`src/rtl/tasp_pkg.sv`:
```
// Shared types, constants and the control store of the arc slider position core.
package tasp_pkg;

	// Coordinate width of touch points and of the arc centre.
	localparam int CoordBits = 12;
	localparam int DeltaW    = CoordBits + 1;
	localparam int AngW      = 9;
	localparam int LevelW    = 7;

	// Configuration port.
	localparam int CfgIdxW  = 3;
	localparam int CfgDataW = (CoordBits > AngW) ? CoordBits : AngW;

	typedef enum logic [CfgIdxW-1:0] {
		CFG_CENTRE_X  = 3'd0,
		CFG_CENTRE_Y  = 3'd1,
		CFG_ARC_START = 3'd2,
		CFG_ARC_SWEEP = 3'd3,
		CFG_ENABLED   = 3'd4
	} cfg_idx_t;

	// Touch actions.
	localparam logic [1:0] ActDown   = 2'd0;
	localparam logic [1:0] ActMove   = 2'd1;
	localparam logic [1:0] ActUp     = 2'd2;
	localparam logic [1:0] ActCancel = 2'd3;

	// Angle and level constants.
	localparam int AtanScale = 45;
	localparam int PctScale  = 100;
	localparam logic [AngW-1:0]   Deg90   = AngW'(90);
	localparam logic [AngW-1:0]   Deg180  = AngW'(180);
	localparam logic [AngW-1:0]   Deg360  = AngW'(360);
	localparam logic [LevelW-1:0] Pct100  = LevelW'(PctScale);
	localparam logic [AngW-1:0]   StartRst = AngW'(150);
	localparam logic [AngW-1:0]   SweepRst = AngW'(240);

	// Shared shift-subtract divider. The octant ratio needs six quotient bits
	// (at most 45), the level seven (at most 100).
	localparam int AtanQBits  = 6;
	localparam int ScaleQBits = 7;
	localparam int QuoW       = ScaleQBits;
	localparam int CntW       = 3;
	localparam int RemW       = (CoordBits + AtanQBits > 16) ? CoordBits + AtanQBits : 16;

	// Sequencer.
	localparam int StepW = 4;
	typedef logic [StepW-1:0] step_t;

	typedef enum logic [3:0] {
		OP_NOP,
		OP_LATCH,
		OP_DELTA,
		OP_ATAN_SETUP,
		OP_DIV,
		OP_ANGLE,
		OP_REL,
		OP_SCALE_SETUP,
		OP_COMMIT,
		OP_EMIT
	} op_t;

	typedef enum logic [2:0] {
		COND_NEVER,
		COND_ALWAYS,
		COND_NO_BEAT,
		COND_NO_TRACK,
		COND_DIV_MORE,
		COND_OUTSIDE,
		COND_OUT_BUSY
	} cond_t;

	typedef struct packed {
		op_t   op;
		cond_t cond;
		step_t target;
	} uword_t;

	localparam step_t StepLatch      = 4'd0;
	localparam step_t StepDelta      = 4'd1;
	localparam step_t StepAtanSetup  = 4'd2;
	localparam step_t StepAtanDiv    = 4'd3;
	localparam step_t StepAngle      = 4'd4;
	localparam step_t StepRel        = 4'd5;
	localparam step_t StepScaleSetup = 4'd6;
	localparam step_t StepScaleDiv   = 4'd7;
	localparam step_t StepCommit     = 4'd8;
	localparam step_t StepEmit       = 4'd9;
	localparam step_t StepLast       = StepEmit;

	// Control store. A word jumps to its target when its condition holds,
	// otherwise it falls through to the next step; the last step wraps.
	function automatic uword_t ucode(input step_t s);
		uword_t w;
		case (s)
			StepLatch:      w = '{OP_LATCH,       COND_NO_BEAT,  StepLatch};
			StepDelta:      w = '{OP_DELTA,       COND_NO_TRACK, StepEmit};
			StepAtanSetup:  w = '{OP_ATAN_SETUP,  COND_NEVER,    StepLatch};
			StepAtanDiv:    w = '{OP_DIV,         COND_DIV_MORE, StepAtanDiv};
			StepAngle:      w = '{OP_ANGLE,       COND_NEVER,    StepLatch};
			StepRel:        w = '{OP_REL,         COND_NEVER,    StepLatch};
			StepScaleSetup: w = '{OP_SCALE_SETUP, COND_OUTSIDE,  StepCommit};
			StepScaleDiv:   w = '{OP_DIV,         COND_DIV_MORE, StepScaleDiv};
			StepCommit:     w = '{OP_COMMIT,      COND_NEVER,    StepLatch};
			StepEmit:       w = '{OP_EMIT,        COND_OUT_BUSY, StepEmit};
			default:        w = '{OP_NOP,         COND_ALWAYS,   StepLatch};
		endcase
		return w;
	endfunction

endpackage

```
`src/rtl/touch_arc_slider_position_core.sv`:
```
// Arc slider touch tracker: microcoded sequencer with a shared shift-subtract divider.
// Each beat is latched; up, cancel, disabled and untracked moves then go straight to the
// emit step, while tracked down and move beats run the atan division (six divider steps),
// angle, relative angle, level division (seven steps, skipped when the point snaps) and
// commit. A new beat waits until the last is emitted; a waiting result holds the emit step.
// Reset (arst_n low, asynchronous): not dragging, level 0, configuration registers at their defaults.
module touch_arc_slider_position_core
	import tasp_pkg::*;
(
	input  logic                 clk,
	input  logic                 arst_n,
	// Touch event channel.
	input  logic                 in_valid,
	output logic                 in_ready,
	input  logic [1:0]           action,
	input  logic [CoordBits-1:0] touch_x,
	input  logic [CoordBits-1:0] touch_y,
	// Result channel.
	output logic                 out_valid,
	input  logic                 out_ready,
	output logic                 handled,
	output logic [LevelW-1:0]    level,
	output logic                 level_changed,
	output logic [AngW-1:0]      angle_deg,
	// Configuration write port.
	input  logic                 cfg_we,
	input  logic [CfgIdxW-1:0]   cfg_index,
	input  logic [CfgDataW-1:0]  cfg_data
);

	// Configuration registers.
	logic [CoordBits-1:0] cx_q, cy_q;
	logic [AngW-1:0]      start_q, sweep_q;
	logic                 enabled_q;

	// Architectural state.
	logic                 dragging_q;
	logic [LevelW-1:0]    slider_level_q;

	// Sequencer.
	step_t                step_q, step_next;
	uword_t               uw;
	logic                 take_jump;

	// Latched event and working registers.
	logic [CoordBits-1:0] tx_q, ty_q;
	logic                 handled_q, track_q;
	logic [DeltaW-1:0]    dx_q, dy_q;
	logic                 xneg_q, yneg_q, steep_q, zero_q;
	logic [RemW-1:0]      rem_q, dsh_q;
	logic [QuoW-1:0]      quo_q;
	logic [CntW-1:0]      cnt_q;
	logic [AngW-1:0]      ang_q, rel_q, sw_q;
	logic                 inside_q, changed_q;
	logic [LevelW-1:0]    snap_q;

	// Output register.
	logic                 out_valid_q;
	logic                 out_handled_q, out_changed_q;
	logic [LevelW-1:0]    out_level_q;
	logic [AngW-1:0]      out_angle_q;

	// Combinational datapath.
	logic                 beat_in, out_busy;
	logic [DeltaW-1:0]    dx_neg, dy_neg;
	logic [CoordBits-1:0] ax, ay, mn, mx;
	logic                 steep;
	logic                 div_ge;
	logic [AngW-1:0]      q_ang, a0, a1, a2, ang_new;
	logic [AngW-1:0]      start_m, rel_new, sw_new;
	logic                 in_arc;
	logic [LevelW-1:0]    snap_new, lvl_new;

	// The control word for the current step drives everything below.
	assign uw       = ucode(step_q);
	assign in_ready = (uw.op == OP_LATCH);
	assign beat_in  = in_valid && in_ready;
	assign out_busy = out_valid_q && !out_ready;

	// Octant folding: magnitudes, and min over max for the ratio 45*min/max.
	always_comb begin
		dx_neg = '0 - dx_q;
		dy_neg = '0 - dy_q;
		ax     = dx_q[DeltaW-1] ? dx_neg[CoordBits-1:0] : dx_q[CoordBits-1:0];
		ay     = dy_q[DeltaW-1] ? dy_neg[CoordBits-1:0] : dy_q[CoordBits-1:0];
		steep  = (ax < ay);
		mn     = steep ? ax : ay;
		mx     = steep ? ay : ax;
	end

	// One restoring step of the divider: the divisor is pre-shifted to the top
	// quotient bit and moves right by one each step.
	assign div_ge = (rem_q >= dsh_q);

	// Unfold the octant ratio into a full-circle angle. Screen y points down,
	// so angles run clockwise. A point on the centre has angle 0, and an angle
	// that unfolds to 360 wraps to 0.
	always_comb begin
		q_ang   = AngW'(quo_q);
		a0      = steep_q ? (Deg90 - q_ang) : q_ang;
		a1      = xneg_q ? (Deg180 - a0) : a0;
		a2      = yneg_q ? (Deg360 - a1) : a1;
		ang_new = (zero_q || (a2 == Deg360)) ? '0 : a2;
	end

	// Angle relative to the arc start. A start beyond a full turn is folded
	// back once, which covers the whole 9-bit range. Modulo-512 arithmetic
	// gives the right wrapped value because the true result is below 360.
	always_comb begin
		start_m = (start_q >= Deg360) ? (start_q - Deg360) : start_q;
		rel_new = (ang_q >= start_m) ? (ang_q - start_m) : (ang_q + Deg360 - start_m);
		sw_new  = (sweep_q == '0) ? AngW'(1) : sweep_q;
	end

	// Outside the sweep the level snaps to the nearer end; a tie goes to 100.
	always_comb begin
		in_arc   = (rel_q <= sw_q);
		snap_new = ((Deg360 - rel_q) < (rel_q - sw_q)) ? '0 : Pct100;
		lvl_new  = inside_q ? quo_q[LevelW-1:0] : snap_q;
	end

	// Jump conditions and next step.
	always_comb begin
		case (uw.cond)
			COND_NEVER:    take_jump = 1'b0;
			COND_ALWAYS:   take_jump = 1'b1;
			COND_NO_BEAT:  take_jump = !beat_in;
			COND_NO_TRACK: take_jump = !track_q;
			COND_DIV_MORE: take_jump = (cnt_q != '0);
			COND_OUTSIDE:  take_jump = !in_arc;
			COND_OUT_BUSY: take_jump = out_busy;
			default:       take_jump = 1'b0;
		endcase
		if (take_jump) begin
			step_next = uw.target;
		end else if (step_q == StepLast) begin
			step_next = StepLatch;
		end else begin
			step_next = step_q + step_t'(1);
		end
	end

	// Control state: configuration, drag flag, level, step counter, result valid.
	always_ff @(posedge clk or negedge arst_n) begin
		if (!arst_n) begin
			cx_q           <= '0;
			cy_q           <= '0;
			start_q        <= StartRst;
			sweep_q        <= SweepRst;
			enabled_q      <= 1'b1;
			dragging_q     <= 1'b0;
			slider_level_q <= '0;
			step_q         <= StepLatch;
			out_valid_q    <= 1'b0;
		end else begin
			step_q <= step_next;

			if (cfg_we) begin
				case (cfg_index)
					CFG_CENTRE_X:  cx_q      <= cfg_data[CoordBits-1:0];
					CFG_CENTRE_Y:  cy_q      <= cfg_data[CoordBits-1:0];
					CFG_ARC_START: start_q   <= cfg_data[AngW-1:0];
					CFG_ARC_SWEEP: sweep_q   <= cfg_data[AngW-1:0];
					CFG_ENABLED:   enabled_q <= cfg_data[0];
					default: ;
				endcase
			end

			// Down starts a drag, up and cancel end it; disabled leaves it alone.
			if (beat_in && enabled_q) begin
				if (action == ActDown) begin
					dragging_q <= 1'b1;
				end else if (action == ActUp || action == ActCancel) begin
					dragging_q <= 1'b0;
				end
			end

			if (uw.op == OP_COMMIT) begin
				slider_level_q <= lvl_new;
			end

			// A new result may replace one that leaves at the same edge.
			if (uw.op == OP_EMIT && !out_busy) begin
				out_valid_q <= 1'b1;
			end else if (out_valid_q && out_ready) begin
				out_valid_q <= 1'b0;
			end
		end
	end

	// Datapath registers, driven by the op field of the control word.
	always_ff @(posedge clk) begin
		case (uw.op)
			OP_LATCH: begin
				if (beat_in) begin
					tx_q      <= touch_x;
					ty_q      <= touch_y;
					handled_q <= enabled_q;
					track_q   <= enabled_q &&
						((action == ActDown) || (action == ActMove && dragging_q));
					ang_q     <= '0;
					changed_q <= 1'b0;
				end
			end
			OP_DELTA: begin
				dx_q <= {1'b0, tx_q} - {1'b0, cx_q};
				dy_q <= {1'b0, ty_q} - {1'b0, cy_q};
			end
			OP_ATAN_SETUP: begin
				xneg_q  <= dx_q[DeltaW-1];
				yneg_q  <= dy_q[DeltaW-1];
				steep_q <= steep;
				zero_q  <= (mx == '0);
				rem_q   <= RemW'(mn) * RemW'(AtanScale);
				dsh_q   <= RemW'(mx) << (AtanQBits - 1);
				quo_q   <= '0;
				cnt_q   <= CntW'(AtanQBits - 1);
			end
			OP_DIV: begin
				if (div_ge) begin
					rem_q <= rem_q - dsh_q;
				end
				dsh_q <= dsh_q >> 1;
				quo_q <= {quo_q[QuoW-2:0], div_ge};
				cnt_q <= cnt_q - CntW'(1);
			end
			OP_ANGLE: begin
				ang_q <= ang_new;
			end
			OP_REL: begin
				rel_q <= rel_new;
				sw_q  <= sw_new;
			end
			OP_SCALE_SETUP: begin
				inside_q <= in_arc;
				snap_q   <= snap_new;
				rem_q    <= RemW'(rel_q) * RemW'(PctScale);
				dsh_q    <= RemW'(sw_q) << (ScaleQBits - 1);
				quo_q    <= '0;
				cnt_q    <= CntW'(ScaleQBits - 1);
			end
			OP_COMMIT: begin
				changed_q <= (lvl_new != slider_level_q);
			end
			OP_EMIT: begin
				if (!out_busy) begin
					out_handled_q <= handled_q;
					out_level_q   <= slider_level_q;
					out_changed_q <= changed_q;
					out_angle_q   <= ang_q;
				end
			end
			default: ;
		endcase
	end

	assign out_valid     = out_valid_q;
	assign handled       = out_handled_q;
	assign level         = out_level_q;
	assign level_changed = out_changed_q;
	assign angle_deg     = out_angle_q;

	// A shown level never leaves the 0 to 100 range.
	a_level_range: assert property (@(posedge clk) disable iff (!arst_n)
		out_valid |-> (level <= Pct100))
		else $error("level above 100");

	// A shown angle stays below a full turn.
	a_angle_range: assert property (@(posedge clk) disable iff (!arst_n)
		out_valid |-> (angle_deg < Deg360))
		else $error("angle not below 360");

	// An ignored beat reports neither a change nor an angle.
	a_unhandled_quiet: assert property (@(posedge clk) disable iff (!arst_n)
		(out_valid && !handled) |-> (!level_changed && angle_deg == '0))
		else $error("unhandled beat reports a change or an angle");

	// Up or cancel while enabled ends the drag on the next cycle.
	a_drag_end: assert property (@(posedge clk) disable iff (!arst_n)
		(beat_in && enabled_q && (action == ActUp || action == ActCancel))
		|=> !dragging_q)
		else $error("drag not ended by up or cancel");

	// The level division always runs with a nonzero sweep as its divisor.
	a_div_nonzero: assert property (@(posedge clk) disable iff (!arst_n)
		(uw.op == OP_DIV && step_q == StepScaleDiv) |-> (sw_q != '0))
		else $error("level divided by a zero sweep");

endmodule

```
`config.mk`:
```
export PLATFORM = sky130hd
export DESIGN_NAME = touch_arc_slider_position_core
export DESIGN_NICKNAME = d
export VERILOG_FILES = /design/src/rtl/tasp_pkg.sv /design/src/rtl/touch_arc_slider_position_core.sv
export SDC_FILE = /design/constraint.sdc
export NUM_CORES = 1
export LEC_CHECK = 0
export BUFFER_PORTS_ARGS = -buffer_cell sky130_fd_sc_hd__buf_2
export CORE_ASPECT_RATIO = 2
export CORE_UTILIZATION = 45
export DETAILED_ROUTE_END_ITERATION = 16
export SETUP_SLACK_MARGIN = 0.1
export SLEW_MARGIN = 15
export SYNTH_ARGS = -nofsm -noshare
export SYNTH_HDL_FRONTEND = slang
export SYNTH_SLANG_ARGS = --single-unit
```
`constraint.sdc`:
```
create_clock -name clk -period 8.6 [get_ports clk]
set_input_delay 0.86 -clock clk [delete_from_list [all_inputs] [get_ports clk]]
set_output_delay 0.86 -clock clk [all_outputs]
set_load 0.05 [all_outputs]
```
==> flow_summary.toml <==
[finish]
final_cell_mix = "193 x inv_1, 169 x ha_1, 149 x edfxtp_1"
final_common_cell = "inv_1"
diodes = 0
nNetsFinal = 1827
syn_to_final_growth_pct = 10.05
fillCellCount = 3096
layout-drive-gt1-share = 0.1064

[grt]
grtUsageTotal = 0.2158
grt_max_degree = 57
antenna_found_initial = 0
grt_pass1_vias = 11270
grt_overflow = 0
grt_pass1_wl_mm = 57.59

[logic_synthesis]
yosys_warnings = 0
syn_area_per_cell_sq_um = 9.908
ys_seq_area_frac = 0.3909
syn_inst = 1520
synth-main-ff-cell = "edfxtp_1"
synth_edf_count = 149
synth_cell_types = 80
synth_fp_nets = 1764
syn_area_sq_mm = 0.01506
async_flop_share = 0.2732
ys_seq_elements = 205

[sta]
min_period_ps = 7390
fin_crit_sh = 0.8593
relSlewSlack = 0.2394
clock.fmax_mhz = 135.3
finClkSkew_ps = 19.07
slew_violations = 0
setup_viol = 0
fin_setup_tns_ps = 0
rsz0062_at_grt = "no"
hold_viol = 0
worst_slew_pin_slew_ps = 1125

[floorplanning]
die_w_um = 131.4
dieHeight_um = 260.7
ioPinCount = 66
core_area_sq_mm = 0.03293
initial_core_util = 0.4573
dieArea_sq_mm = 0.03425
num_rows = 94

[detailed_routing]
vias = 10900
drt_iter0_drc = 412
wl_mm = 35.95
route.detailed.drc = 0
dr.pass1.iters = 5
vias_per_cell = 5.370
ant_nets = 0
wl_per_cell_um = 17.72

[clocking]
clk_latency_ps = 530
cts_hold_buf = 0
cts_buffers = 20
cts.sink_count = 205
cts_resized = 0
post_cts_buffers = 0
max-clock-path-buffers = 3
h-tree-depth = 1
tritoncts = "yes"
path_clk_slew_ps = 70
cts_root_buffer = "clkbuf_16"

[critical_path]
start_kind = "flop"
required_ps = 8840
path_common_cell = "ha_1"
cp_max_fo = 27
slowest_delay_ps = 770
cp_slowest_cell = "o31ai_4"
cp-end-kind = "flop"
crit_arrival_ps = 7630
path_class = "reg2reg"
rrSetupSlack_ps = 1210

[placement]
portBuffers = 65
gp_congestion = 0.8842
hpwlAfterDp_mm = 29.08

[flow_run]
cap_violations = 0

[worst_hold_path]
min_path_type = "reg2reg"

[run_status]
status = "finished, final reports clean"
worst paths after layout:
check,from,end,cells after the start
min in group asynchronous,arst_n,cy_q[9],2
setup reg to reg,dy_q[2],rem_q[16],27
max in group asynchronous,arst_n,slider_level_q[4],2
hold reg to reg,changed_q,level_changed,0
hold / removal,changed_q,level_changed,0
setup / recovery,dy_q[2],rem_q[16],27
final cells by class:
| cell class | count | area (sq um) | area share |
|---|---|---|---|
| clock buffers | 24 | 546.8 | 0.03299 |
| clock inverters | 12 | 111.4 | 0.006719 |
| inverters | 193 | 724.4 | 0.04371 |
| multi-input cells | 1082 | 8319 | 0.5019 |
| flip-flops and latches | 205 | 5887 | 0.3552 |
| well taps | 432 | 540.5 | 0.03261 |
| repair buffers | 81 | 445.4 | 0.02687 |
registers in the layout, summed over array words and instances (netlist names), 12 cells and up:
register,cells
rem_q,18
tx_q,12
dsh_q,17
cx_q,12
ty_q,12
dy_q,13
cy_q,12
dx_q,13
per-stage QoR:
step	hold WS (ps)	cells	instance area, sq um	setup WS (ps)	utilization
2_1_floorplan	400.3	1520	15060	2011	-
3_3_place_gp	402.4	1993	15920	1356	0.4833
3_5_place_dp	404.5	1993	15920	1233	0.4833
4_1_cts	421.1	2029	16570	1212	0.5033
5_1_grt	424.4	2029	16570	633.8	0.5033
6_report	419.8	2029	16570	1210	0.5033
critical path: cells and delay by family, from the launching register on:
kind            cells  cell delay [ps]
simple gates        4              980
flops               1              420
buf+inv             4              620
xor+xnor            3              500
fa+ha+maj           5             1780
compound gates     11             2810
layer usage:
metal / global-route usage / vias to the layer above / wire [um]
met2: 0.4446 / 161 / 20470
met5: 0 / - / 0
li1: - / 5455 / -
met4: 0.1195 / 0 / 1934
met1: 0.2082 / 5203 / 12890
met3: 0.01399 / 77 / 656
cells by family (layout without fill, tap and decap cells):
kind of cell,count (synthesis),count (layout),synth area share
buffers and inverters,233,310,0.05990
adders and majority gates,198,198,0.1789
DFF,205,205,0.3909
and+or+nand+nor,385,385,0.1225
muxes,32,32,0.02285
AOI/OAI and AO/OA,343,343,0.1509
xor gates and xnor gates,124,124,0.07402
cells in the mapped netlist (10+ instances only):
| library cell | n | area (sq um) |
|---|---|---|
| inv_1 | 193 | 724.4 |
| ha_1 | 169 | 2115 |
| nor2_1 | 91 | 341.6 |
| fa_1 | 29 | 580.6 |
| a21o_1 | 29 | 217.7 |
| a21oi_1 | 71 | 355.3 |
| nand2b_1 | 29 | 181.4 |
| a22oi_1 | 20 | 150.1 |
| xnor2_1 | 76 | 665.6 |
| dfrtp_1 | 47 | 1176 |
| mux2i_1 | 13 | 130.1 |
| xor2_1 | 45 | 394.1 |
| nor2b_1 | 22 | 137.6 |
| o21ai_0 | 99 | 495.5 |
| edfxtp_1 | 149 | 4474 |
| o21a_1 | 14 | 105.1 |
| mux2_2 | 19 | 214.0 |
| nand3_1 | 24 | 120.1 |
| nor3_1 | 26 | 130.1 |
| clkbuf_1 | 32 | 120.1 |
| o211ai_1 | 10 | 75.07 |
| nand2_1 | 132 | 495.5 |
| a21boi_0 | 11 | 82.58 |
Power is left out: the tool's default activity adds up to more than one toggle a clock period on the data nets, which glitch-free logic cannot reach.
